## config.mk

```make
export PLATFORM = sky130hd
export DESIGN_NAME = message_rate_limiter_flat
export DESIGN_NICKNAME = d
export VERILOG_FILES = /design/src/mrl_pkg.sv /design/src/mrl_if.sv /design/src/mrl_dp.sv /design/src/mrl_ctrl.sv /design/src/message_rate_limiter.sv /design/src/flat_wrapper.sv
export SDC_FILE = /design/constraint.sdc
export NUM_CORES = 1
export LEC_CHECK = 0
export BUFFER_PORTS_ARGS = -buffer_cell sky130_fd_sc_hd__buf_2
export CAP_MARGIN = 20
export CORE_MARGIN = 2
export CORE_UTILIZATION = 45
export CTS_BUF_LIST = sky130_fd_sc_hd__clkbuf_8
export DETAILED_ROUTE_END_ITERATION = 7
export GPL_TIMING_DRIVEN = 0
export HOLD_SLACK_MARGIN = 0.12
export PLACE_DENSITY = 0.61
export SLEW_MARGIN = 20
export SYNTH_ARGS = -nofsm -noshare
export SYNTH_HDL_FRONTEND = slang
export SYNTH_HIERARCHICAL = 1
export SYNTH_SLANG_ARGS = --single-unit
```

## constraint.sdc

```tcl
create_clock -name clk -period 12.5 [get_ports clk]
set_clock_uncertainty 0.05 [all_clocks]
set_input_delay 0.625 -clock clk [delete_from_list [all_inputs] [get_ports clk]]
set_output_delay 0.625 -clock clk [all_outputs]
set_load 0.05 [all_outputs]
```

## src/mrl_pkg.sv

```systemverilog
package mrl_pkg;

	localparam int DEFAULT_TIME_BITS = 32;

	localparam int NOW_BITS      = 32;
	localparam int LEFT_BITS     = 32;
	localparam int INTERVAL_BITS = 16;
	localparam int STRIKE_BITS   = 8;
	localparam int SILENCE_BITS  = 20;
	localparam int CFG_DATA_BITS = 20;
	localparam int CFG_IDX_BITS  = 3;

	typedef enum logic [CFG_IDX_BITS-1:0] {
		CFG_NORMAL_INTERVAL     = 3'd0,
		CFG_RESTRICTED_INTERVAL = 3'd1,
		CFG_STRIKE_LIMIT        = 3'd2,
		CFG_STRIKE_RELOAD       = 3'd3,
		CFG_SILENCE_LENGTH      = 3'd4
	} mrl_cfg_idx_t;

	// controller to datapath
	typedef struct packed {
		logic load;
		logic div_step;
		logic commit;
	} mrl_cmd_t;

	// datapath to controller
	typedef struct packed {
		logic skip_div;
		logic div_done;
	} mrl_stat_t;

endpackage

```

## src/mrl_if.sv

```systemverilog
interface mrl_msg_if import mrl_pkg::*; ();
	logic                valid;
	logic                ready;
	logic [NOW_BITS-1:0] now_seconds;
	logic                sender_restricted;

	modport source(output valid, output now_seconds, output sender_restricted, input ready);
	modport sink(input valid, input now_seconds, input sender_restricted, output ready);
endinterface

interface mrl_verdict_if import mrl_pkg::*; ();
	logic                 valid;
	logic                 ready;
	logic                 blocked;
	logic                 newly_silenced;
	logic [LEFT_BITS-1:0] silence_left;

	modport source(output valid, output blocked, output newly_silenced, output silence_left,
		input ready);
	modport sink(input valid, input blocked, input newly_silenced, input silence_left,
		output ready);
endinterface

```

## src/mrl_dp.sv

```systemverilog
module mrl_dp import mrl_pkg::*; #(
	parameter int TIME_BITS = DEFAULT_TIME_BITS
) (
	input  logic                     clk,
	input  logic                     arst_n,
	input  logic                     cfg_we,
	input  logic [CFG_IDX_BITS-1:0]  cfg_index,
	input  logic [CFG_DATA_BITS-1:0] cfg_wdata,
	input  logic [NOW_BITS-1:0]      now_seconds,
	input  logic                     sender_restricted,
	input  mrl_cmd_t                 cmd,
	output mrl_stat_t                stat,
	output logic                     blocked,
	output logic                     newly_silenced,
	output logic [LEFT_BITS-1:0]     silence_left
);

	localparam int CNT_BITS = $clog2(TIME_BITS);

	logic [INTERVAL_BITS-1:0] normal_interval_q;
	logic [INTERVAL_BITS-1:0] restricted_interval_q;
	logic [STRIKE_BITS-1:0]   strike_limit_q;
	logic [STRIKE_BITS-1:0]   strike_reload_q;
	logic [SILENCE_BITS-1:0]  silence_length_q;

	logic [TIME_BITS-1:0]     last_time_q;
	logic                     seen_q;
	logic [STRIKE_BITS-1:0]   strike_q;
	logic [TIME_BITS-1:0]     until_q;

	logic [TIME_BITS-1:0]     now_q;
	logic [INTERVAL_BITS-1:0] interval_q;
	logic                     early_q;
	logic [TIME_BITS-1:0]     quot_q;
	logic [INTERVAL_BITS-1:0] rem_q;
	logic [CNT_BITS-1:0]      cnt_q;

	logic [TIME_BITS-1:0]     now_d;
	logic [INTERVAL_BITS-1:0] interval_d;
	logic [TIME_BITS-1:0]     elapsed_d;
	logic                     disabled;
	logic [INTERVAL_BITS:0]   rem_sh;
	logic                     rem_ge;
	logic [STRIKE_BITS-1:0]   strike_mid;
	logic                     silence_new;
	logic                     silence_on;
	logic [TIME_BITS-1:0]     left_wide;
	logic [LEFT_BITS-1:0]     left_sat;

	always_ff @(posedge clk or negedge arst_n) begin
		if (!arst_n) begin
			normal_interval_q     <= '0;
			restricted_interval_q <= '0;
			strike_limit_q        <= '0;
			strike_reload_q       <= '0;
			silence_length_q      <= '0;
		end else if (cfg_we) begin
			case (cfg_index)
				CFG_NORMAL_INTERVAL:     normal_interval_q <= cfg_wdata[INTERVAL_BITS-1:0];
				CFG_RESTRICTED_INTERVAL: restricted_interval_q <= cfg_wdata[INTERVAL_BITS-1:0];
				CFG_STRIKE_LIMIT:        strike_limit_q <= cfg_wdata[STRIKE_BITS-1:0];
				CFG_STRIKE_RELOAD:       strike_reload_q <= cfg_wdata[STRIKE_BITS-1:0];
				CFG_SILENCE_LENGTH:      silence_length_q <= cfg_wdata[SILENCE_BITS-1:0];
				default: ;
			endcase
		end
	end

	assign disabled   = (normal_interval_q == '0) || (strike_limit_q == '0);
	assign now_d      = TIME_BITS'(now_seconds);
	assign interval_d = (restricted_interval_q != '0 && sender_restricted) ?
		restricted_interval_q : normal_interval_q;
	assign elapsed_d  = now_d - last_time_q;

	// one restoring division step: quotient bit shifts in at the bottom of quot_q
	assign rem_sh = {rem_q, quot_q[TIME_BITS-1]};
	assign rem_ge = rem_sh >= {1'b0, interval_q};

	always_ff @(posedge clk or negedge arst_n) begin
		if (!arst_n) begin
			rem_q      <= '0;
			interval_q <= '0;
			cnt_q      <= '0;
		end else if (cmd.load) begin
			rem_q      <= '0;
			interval_q <= interval_d;
			cnt_q      <= '0;
		end else if (cmd.div_step) begin
			rem_q <= rem_ge ? INTERVAL_BITS'(rem_sh - {1'b0, interval_q}) :
				rem_sh[INTERVAL_BITS-1:0];
			cnt_q <= cnt_q + 1'b1;
		end
	end

	always_ff @(posedge clk) begin
		if (cmd.load) begin
			now_q   <= now_d;
			early_q <= elapsed_d < TIME_BITS'(interval_d);
			quot_q  <= elapsed_d;
		end else if (cmd.div_step) begin
			quot_q <= {quot_q[TIME_BITS-2:0], rem_ge};
		end
	end

	assign stat.skip_div = disabled || !seen_q || early_q;
	assign stat.div_done = cnt_q == CNT_BITS'(TIME_BITS - 1);

	always_comb begin
		if (!seen_q) begin
			strike_mid = strike_q;
		end else if (early_q) begin
			strike_mid = (strike_q == '1) ? strike_q : strike_q + 1'b1;
		end else if (quot_q >= TIME_BITS'(strike_q)) begin
			strike_mid = '0;
		end else begin
			strike_mid = strike_q - quot_q[STRIKE_BITS-1:0];
		end
	end

	assign silence_new = strike_mid > strike_limit_q;
	assign silence_on  = until_q > now_q;
	assign left_wide   = silence_new ? TIME_BITS'(silence_length_q) : until_q - now_q;
	assign left_sat    = ((left_wide >> LEFT_BITS) != '0) ? '1 : LEFT_BITS'(left_wide);

	always_ff @(posedge clk or negedge arst_n) begin
		if (!arst_n) begin
			last_time_q <= '0;
			seen_q      <= 1'b0;
			strike_q    <= '0;
			until_q     <= '0;
		end else if (cmd.commit && !disabled) begin
			last_time_q <= now_q;
			seen_q      <= 1'b1;
			if (silence_new) begin
				until_q  <= now_q + TIME_BITS'(silence_length_q);
				strike_q <= strike_reload_q;
			end else begin
				strike_q <= strike_mid;
			end
		end
	end

	always_ff @(posedge clk) begin
		if (cmd.commit) begin
			if (disabled || !(silence_new || silence_on)) begin
				blocked        <= 1'b0;
				newly_silenced <= 1'b0;
				silence_left   <= '0;
			end else begin
				blocked        <= 1'b1;
				newly_silenced <= silence_new;
				silence_left   <= left_sat;
			end
		end
	end

endmodule

```

## src/mrl_ctrl.sv

```systemverilog
module mrl_ctrl import mrl_pkg::*; (
	input  logic      clk,
	input  logic      arst_n,
	input  logic      in_valid,
	output logic      in_ready,
	output logic      out_valid,
	input  logic      out_ready,
	input  mrl_stat_t stat,
	output mrl_cmd_t  cmd
);

	typedef enum logic [2:0] {
		S_IDLE   = 3'b001,
		S_DIV    = 3'b010,
		S_COMMIT = 3'b100
	} mrl_state_t;

	mrl_state_t state_q, state_d;
	logic       out_valid_q;

	always_comb begin
		state_d      = state_q;
		in_ready     = 1'b0;
		cmd.load     = 1'b0;
		cmd.div_step = 1'b0;
		cmd.commit   = 1'b0;
		case (state_q)
			S_IDLE: begin
				in_ready = 1'b1;
				if (in_valid) begin
					cmd.load = 1'b1;
					state_d  = S_DIV;
				end
			end
			S_DIV: begin
				if (stat.skip_div) begin
					state_d = S_COMMIT;
				end else begin
					cmd.div_step = 1'b1;
					if (stat.div_done) state_d = S_COMMIT;
				end
			end
			S_COMMIT: begin
				// hold until the output register is free
				if (!out_valid_q || out_ready) begin
					cmd.commit = 1'b1;
					state_d    = S_IDLE;
				end
			end
			default: state_d = S_IDLE;
		endcase
	end

	always_ff @(posedge clk or negedge arst_n) begin
		if (!arst_n) begin
			state_q     <= S_IDLE;
			out_valid_q <= 1'b0;
		end else begin
			state_q <= state_d;
			if (cmd.commit) out_valid_q <= 1'b1;
			else if (out_ready) out_valid_q <= 1'b0;
		end
	end

	assign out_valid = out_valid_q;

	a_commit_free: assert property (@(posedge clk) disable iff (!arst_n)
		cmd.commit |-> (!out_valid_q || out_ready))
		else $error("result written over an untaken result");

	a_accept_div: assert property (@(posedge clk) disable iff (!arst_n)
		(in_valid && in_ready) |=> (state_q == S_DIV && !in_ready))
		else $error("accepted message did not start processing");

	a_commit_hold: assert property (@(posedge clk) disable iff (!arst_n)
		(state_q == S_COMMIT && !cmd.commit) |=> (state_q == S_COMMIT && out_valid_q))
		else $error("stalled result lost");

	a_div_step_only: assert property (@(posedge clk) disable iff (!arst_n)
		cmd.div_step |-> (state_q == S_DIV && !stat.skip_div))
		else $error("division step outside division");

endmodule

```

## src/message_rate_limiter.sv

```systemverilog
// Strike-counting rate limiter for one message sender. Each transfer on msg is one
// message event at time now_seconds; each produces exactly one transfer on verdict
// telling whether the message is refused, whether it started a new silence, and how
// many seconds of silence remain. A message sooner than one interval after the last
// adds a strike; a later one removes one strike per whole interval elapsed. When
// the count passes strike_limit the sender is silenced for silence_length seconds
// and the count reloads from strike_reload. A zero normal_interval or strike_limit
// passes every message and freezes the state. Configuration goes in through the
// write port (cfg_index as listed in the package); the user must write it only while
// no message is in flight, as the block itself does not enforce this. A message that
// needs the strike decay passes through the one-bit-per-cycle restoring divider that
// works out elapsed time over the interval; first, early or disabled messages skip
// the divider. A new message is taken while the previous verdict still waits in the
// output register; only a verdict that cannot be written holds the controller back.
module message_rate_limiter import mrl_pkg::*; #(
	parameter int TIME_BITS = DEFAULT_TIME_BITS
) (
	input  logic                     clk,
	input  logic                     arst_n,
	input  logic                     cfg_we,
	input  logic [CFG_IDX_BITS-1:0]  cfg_index,
	input  logic [CFG_DATA_BITS-1:0] cfg_wdata,
	mrl_msg_if.sink                  msg,
	mrl_verdict_if.source            verdict
);

	mrl_cmd_t  cmd;
	mrl_stat_t stat;

	// Sequencer: accept, divide (or skip), then commit the verdict.
	mrl_ctrl u_ctrl (
		.clk       (clk),
		.arst_n    (arst_n),
		.in_valid  (msg.valid),
		.in_ready  (msg.ready),
		.out_valid (verdict.valid),
		.out_ready (verdict.ready),
		.stat      (stat),
		.cmd       (cmd)
	);

	// Registers, sender state, divider and the verdict payload.
	mrl_dp #(
		.TIME_BITS (TIME_BITS)
	) u_dp (
		.clk               (clk),
		.arst_n            (arst_n),
		.cfg_we            (cfg_we),
		.cfg_index         (cfg_index),
		.cfg_wdata         (cfg_wdata),
		.now_seconds       (msg.now_seconds),
		.sender_restricted (msg.sender_restricted),
		.cmd               (cmd),
		.stat              (stat),
		.blocked           (verdict.blocked),
		.newly_silenced    (verdict.newly_silenced),
		.silence_left      (verdict.silence_left)
	);

endmodule
```

## src/flat_wrapper.sv

```systemverilog
// flat-port wrapper written by rule: the top's interface ports become plain ports
module message_rate_limiter_flat import mrl_pkg::*;
#(
	parameter int TIME_BITS = DEFAULT_TIME_BITS
)
  (clk, arst_n, cfg_we, cfg_index, cfg_wdata, msg_valid, msg_now_seconds, msg_sender_restricted, msg_ready, verdict_valid, verdict_blocked, verdict_newly_silenced, verdict_silence_left, verdict_ready);
  mrl_msg_if msg_i ();
  mrl_verdict_if verdict_i ();
  input  logic clk;
  input  logic arst_n;
  input  logic cfg_we;
  input  logic [CFG_IDX_BITS-1:0] cfg_index;
  input  logic [CFG_DATA_BITS-1:0] cfg_wdata;
  input wire logic [$bits(msg_i.valid)-1:0] msg_valid;
  input wire logic [$bits(msg_i.now_seconds)-1:0] msg_now_seconds;
  input wire logic [$bits(msg_i.sender_restricted)-1:0] msg_sender_restricted;
  output wire logic [$bits(msg_i.ready)-1:0] msg_ready;
  output wire logic [$bits(verdict_i.valid)-1:0] verdict_valid;
  output wire logic [$bits(verdict_i.blocked)-1:0] verdict_blocked;
  output wire logic [$bits(verdict_i.newly_silenced)-1:0] verdict_newly_silenced;
  output wire logic [$bits(verdict_i.silence_left)-1:0] verdict_silence_left;
  input wire logic [$bits(verdict_i.ready)-1:0] verdict_ready;
  assign msg_i.valid = msg_valid;
  assign msg_i.now_seconds = msg_now_seconds;
  assign msg_i.sender_restricted = msg_sender_restricted;
  assign msg_ready = msg_i.ready;
  assign verdict_valid = verdict_i.valid;
  assign verdict_blocked = verdict_i.blocked;
  assign verdict_newly_silenced = verdict_i.newly_silenced;
  assign verdict_silence_left = verdict_i.silence_left;
  assign verdict_i.ready = verdict_ready;
  message_rate_limiter #(.TIME_BITS(TIME_BITS)) u_core (.clk(clk), .arst_n(arst_n), .cfg_we(cfg_we), .cfg_index(cfg_index), .cfg_wdata(cfg_wdata), .msg(msg_i), .verdict(verdict_i));
endmodule
```

* Word level (Yosys, flattened, before mapping)
Index checks and enable logic that the tools add are counted.
Word-level totals: bits in registers 281, input bits 61, output and inout bits 36, logic and storage cells 100
Operators by class: $add $sub $neg 7, $lt $le $gt $ge 5, equal/unequal tests 12, mux-type cells 29, reduce and logical (&&, ||, !) cells 26
Operators with widths (number):
- $mux 16 | 4
- $mux 32 | 2
- $sub 32x32->32 | 2
- $mux 8 | 5
- $add 32x20->32 | 1
- $ge 32x8->1 | 1
- $gt 32x32->1 | 1
- $lt 32x16->1 | 1
- $mux 20 | 1
- $ge 17x16->1 | 1
- $logic_not 16->1 | 1
- $reduce_bool 16->1 | 1
- $sub 16x16->16 | 1
- $mux 3 | 4
- $reduce_and 2->1 | 6
- $mux 1 | 10
- $mux 5 | 2
- $eq 3x2->1 const B | 3
- $pmux 3 s3 | 1
- $add 8x1->8 const B | 1
- $eq 8x8->1 const B | 1
- $gt 8x8->1 | 1
- $logic_not 8->1 | 1
- $sub 8x8->8 | 1
- 13 further kinds | 26

* Longest topological paths before layout
depth after elaboration 9, mapped depth 24

* Modules after synthesis
The synthesis kept the hierarchy.
Modules (own cells, without submodules):
- mrl_dp | instances 1, cells an instance 1782, area each 17361.7 um2, sequential area each 7427.1 um2
- mrl_ctrl | instances 1, cells an instance 20, area each 209.0 um2, sequential area each 101.3 um2

* Worst setup path after synthesis
OpenSTA, ideal clock, no wires.
path kind input port to flip-flop, start in msg_now_seconds[0], end reg u_core.u_dp.early_q (data pin), arrival 4.389 ns, slack 7.927 ns, stages 24, buffers on the path 0, path through inv_1 -> ha_1 -> inv_1 -> fa_1 -> a211oi_1 -> nor2_1 -> o21ai_4 -> nor2_1 -> o21a_1 -> o21ai_0 -> nand2b_1 -> a21oi_1 -> xnor2_1 -> ha_1 -> a2111oi_0 -> o21ai_0 -> a221oi_1 -> nand2_1 -> o21ai_0 -> o211ai_1 -> nor4_1 -> o2111ai_1 -> nor4_1 -> and4b_1
Between the ends: cells in the longest elaborated chain, start to end 2
Ends and longest elaborated chain:
- from (decl) | RTL line flat_wrapper.sv:15 | input wire logic [$bits(msg_i.now_seconds)-1:0] msg_now_seconds;
- $sub 32x32->32 | RTL line mrl_dp.sv:73 | assign elapsed_d = now_d - last_time_q;
- $lt 32x16->1 | RTL line mrl_dp.sv:98 | early_q <= elapsed_d < TIME_BITS'(interval_d);
- to (signal assigned) | RTL line mrl_dp.sv:98
- to (decl) | RTL line mrl_dp.sv:33 | logic early_q;
No other way between the ends. A chain may end at the register's enable or synchronous reset.

* Final worst setup path
start reg u_core.u_dp.strike_q[7], end reg u_core.u_dp.until_q[6]
Between the ends: cells in the longest elaborated chain, start to end 6
Ends and longest elaborated chain:
- from (decl) | RTL line mrl_dp.sv:28 | logic [STRIKE_BITS-1:0] strike_q;
- from (signal assigned) | RTL line mrl_dp.sv:136 | strike_q <= strike_reload_q;
- from (signal assigned) | RTL line mrl_dp.sv:138 | strike_q <= strike_mid;
- $ge 32x8->1 (tied with other cells) | RTL line mrl_dp.sv:113 | end else if (quot_q >= TIME_BITS'(strike_q)) begin
- $mux 8, on equally long branches | RTL line mrl_dp.sv:113, mrl_dp.sv:112
- $mux 8 | RTL line mrl_dp.sv:111 | end else if (early_q) begin
- $mux 8 * | RTL line mrl_dp.sv:109 | if (!seen_q) begin
- $gt 8x8->1 * | RTL line mrl_dp.sv:120 | assign silence_new = strike_mid > strike_limit_q;
- $reduce_and 2->1 (no line) *
- to (signal assigned) | RTL line mrl_dp.sv:135 | until_q <= now_q + TIME_BITS'(silence_length_q);
- to (decl) | RTL line mrl_dp.sv:29 | logic [TIME_BITS-1:0] until_q;
Mark *: on every way between the ends. The rest lies on a longest branch, timed or not.

==> impl_metrics.ini <==
[run_status]
status = completed

[pwr]
ir_worst_vdd_mv = 0.1071
p_leak_uw = 0.008835
powerDensity_mw_per_mm2 = 236.5

[route]
post_drt_via_cell_ratio = 5.536
drt_wl_total_mm = 46.56
wire_per_inst_um = 18.48
ant_nets = 0
dr.pass1.iters = 5
drt_iter0_drc = 769
vias = 13950
drc = 0

[critical_path]
crit_chain = inv_1 -> ha_1 -> a211oi_1 -> nand4_1 -> a311oi_1 -> o21ai_0 -> nor2_1 -> nand2_1 -> a32oi_1 -> ha_1 -> nor2b_1 -> o21a_1 -> o21ai_0 -> nand2b_1 -> a21oi_1 -> nor2_1 -> o31ai_1 -> nand2b_1 -> clkbuf_1 -> clkbuf_1 -> nand2_1 -> o31ai_1
slowest_stage = o31ai_1
cp.required_ps = 12980
cp_max_fo = 10
cpPeakStageDelay_ps = 900
setup.worst_path.end_class = register
crit_type = reg -> reg
cp.arrival_ps = 6720
cp-start-kind = register

[clock_network]
cts.sinks = 281
post-cts-setup-buffers = 0
cts_tree = built
cts_buffers = 50
clock_latency_ps = 640
ctsHtreeMaxLevel = 2
clk_pin_slew_ps = 60
post_cts_resized = 0
cts_hold_buf = 9
cts_root_buf = clkbuf_8
clk_path_buf_depth = 3

[logic_synthesis]
synth-edff-count = 99
yosysUniqueCellTypes = 94
synth_top_flop_cell = dfrtp_1
syn-num-nets = 2008
async_flop_share = 0.6477
synthCells = 1802
ys_warn_count = 6
syn_area_sq_mm = 0.01757
synth_seq_cells = 281
seq_area_frac_synth = 0.4285
syn_area_per_cell_sq_um = 9.751

[placed_design]
placed_area_sq_mm = 0.01882
gp_congestion = 0.9877
dp_hpwl_mm = 36.02
portBuffers = 96

[sta]
tns_ps = 0
drv_slew = 0
hold_viol_final = 0
timing.fmax_mhz = 160.4
fin_crit_ps = 6236
setup_viol = 0
rsz0062_at_grt = no
tightest_slew_ps = 1102
fin_crit_sh = 0.4989
max_slew_margin = 0.2590

[global_route]
antenna_found_initial = 0
grt_pass1_wl_mm = 74.11
overflow = 0
grt_pass1_vias = 13680
grt_max_degree = 92
grt.total_usage = 0.2308

[cells_and_area]
num-nets-final = 2169
syn_to_final_growth_pct = 13.56
antennaDiodeCount = 0
finish.utilization = 0.5175
final_cell_area_sq_mm = 0.01995
drive_gt1_frac = 0.1469

[hold_path]
hold_class = in -> reg

[die]
fp.dieH_um = 201.6
initial_core_util = 0.4557
ios = 97
die_w_um = 201.6
die_area_sq_mm = 0.04064
coreArea_sq_mm = 0.03856
num_rows = 72

[job]
maxCapViolCount = 0
through the flow:
step           setup WS, ps  std cells  total power, uW  hold slack [ps]
2_1_floorplan          7927       1802             3209            279.4
3_3_place_gp           6410       2416             3753            417.0
6_report               6264       2520             4718            160.9
3_5_place_dp           6341       2420             3802            421.5
5_1_grt                5945       2520             5088            127.2
4_1_cts                6276       2520             4723            121.0
per-layer routing:
| layer | global-route usage | part of all wire |
|---|---|---|
| met1 | 0.3068 | 0.45 |
| met2 | 0.3869 | 0.48 |
| met3 | 0.03887 | 0.051 |
| met4 | 0.06880 | 0.025 |
| met5 | 0 | 0 |
Yosys cell counts, types with 27 or more instances:
cell type	count	area share
nor3_1	41	0.012
dfrtp_1	181	0.26
inv_1	146	0.031
edfxtp_1	99	0.17
a211oi_1	27	0.012
xnor2_1	57	0.028
nor2_1	137	0.029
a21oi_1	103	0.029
o21ai_0	140	0.040
ha_1	140	0.10
nand2_1	173	0.037
mux2i_1	36	0.021
clkbuf_1	44	0.0094
mux2_2	78	0.050
a21o_1	44	0.019
xor2_1	32	0.016
state kept, by name, indices dropped and copies added, names as in the netlist, 20 cells and up:
register,cells
u_core/u_dp/last_time_q,32
u_core/u_dp/until_q,32
u_core/u_dp/quot_q,32
u_core/u_dp/silence_length_q,20
u_core/u_dp/now_q,32
u_core/u_dp/silence_left,32
report_power, final:
group          switching [uW]  internal, uW
Combinational            1400           956
Clock                     396           495
Sequential                190          1280
Total                    1980          2730
layout by cell type, fill, tap and decap left out, drive strengths merged, types with 5 or more instances in the layout:
cell type,instances
xnor2,57
mux2,78
o21ai,157
dfrtp,181
edfxtp,99
nand3,16
a21oi,104
ha,140
a31oi,13
and3,17
clkbuf,107
or3,8
dlygate4sd3,9
fa,5
o21bai,12
nand2b,20
nor4,19
a211oi,28
nor2,137
a221oi,5
xor2,32
a311oi,5
inv,164
nor2b,23
nor3,42
a21boi,6
o211ai,9
or2,7
mux2i,36
clkinv,7
a21o,44
nand2,173
o21a,19
o31ai,13
buf,108
nand4,15
kinds of logic (layout without fill, tap and decap cells):
group	count (synthesis)	after routing	synth area share
adder cells (fa/ha/maj)	145	145	0.1054
flip-flops	281	281	0.4285
AO/OA/AOI/OAI	476	476	0.1754
buffers and inverters	199	399	0.04315
XOR/XNOR	89	89	0.04436
AND/OR/NAND/NOR	498	498	0.1327
multiplexers	114	114	0.07050
path summary, 6_finish.rpt:
path,from,endpoint,slack (ps),depth (start not counted)
max reg2reg,u_core/u_dp/strike_q[7],u_core/u_dp/until_q[6],6260,22
min reg2reg,u_core/u_dp/last_time_q[11],u_core/u_dp/last_time_q[11],430,2
min in group asynchronous,arst_n,u_core/u_dp/cnt_q[2],400,2
max,u_core/u_dp/strike_q[7],u_core/u_dp/until_q[6],6260,22
max in group asynchronous,arst_n,u_core/u_dp/last_time_q[2],11270,3
min,msg_now_seconds[25],u_core/u_dp/now_q[25],160,1
area by class of cell:
class	instances	area, sq um
timing repair buffer	109	670.6
sequential	281	7528
multi-input combinational	1322	9301
clock inverter	28	178.9
fill	3619	18600
buffer	52	206.4
clock buffer	63	867.1
tap	518	648.1
inverter	147	551.8
critical path: cells and delay by family, from the launching register on:
family                     cells  cell delay (ps)
AOI/OAI and AO/OA              9             2690
and+or+nand+nor                8             1150
buffers and inverters          3             1140
adders and majority gates      2              710
DFF                            1              400
Power figures use the tool's default switching activity.
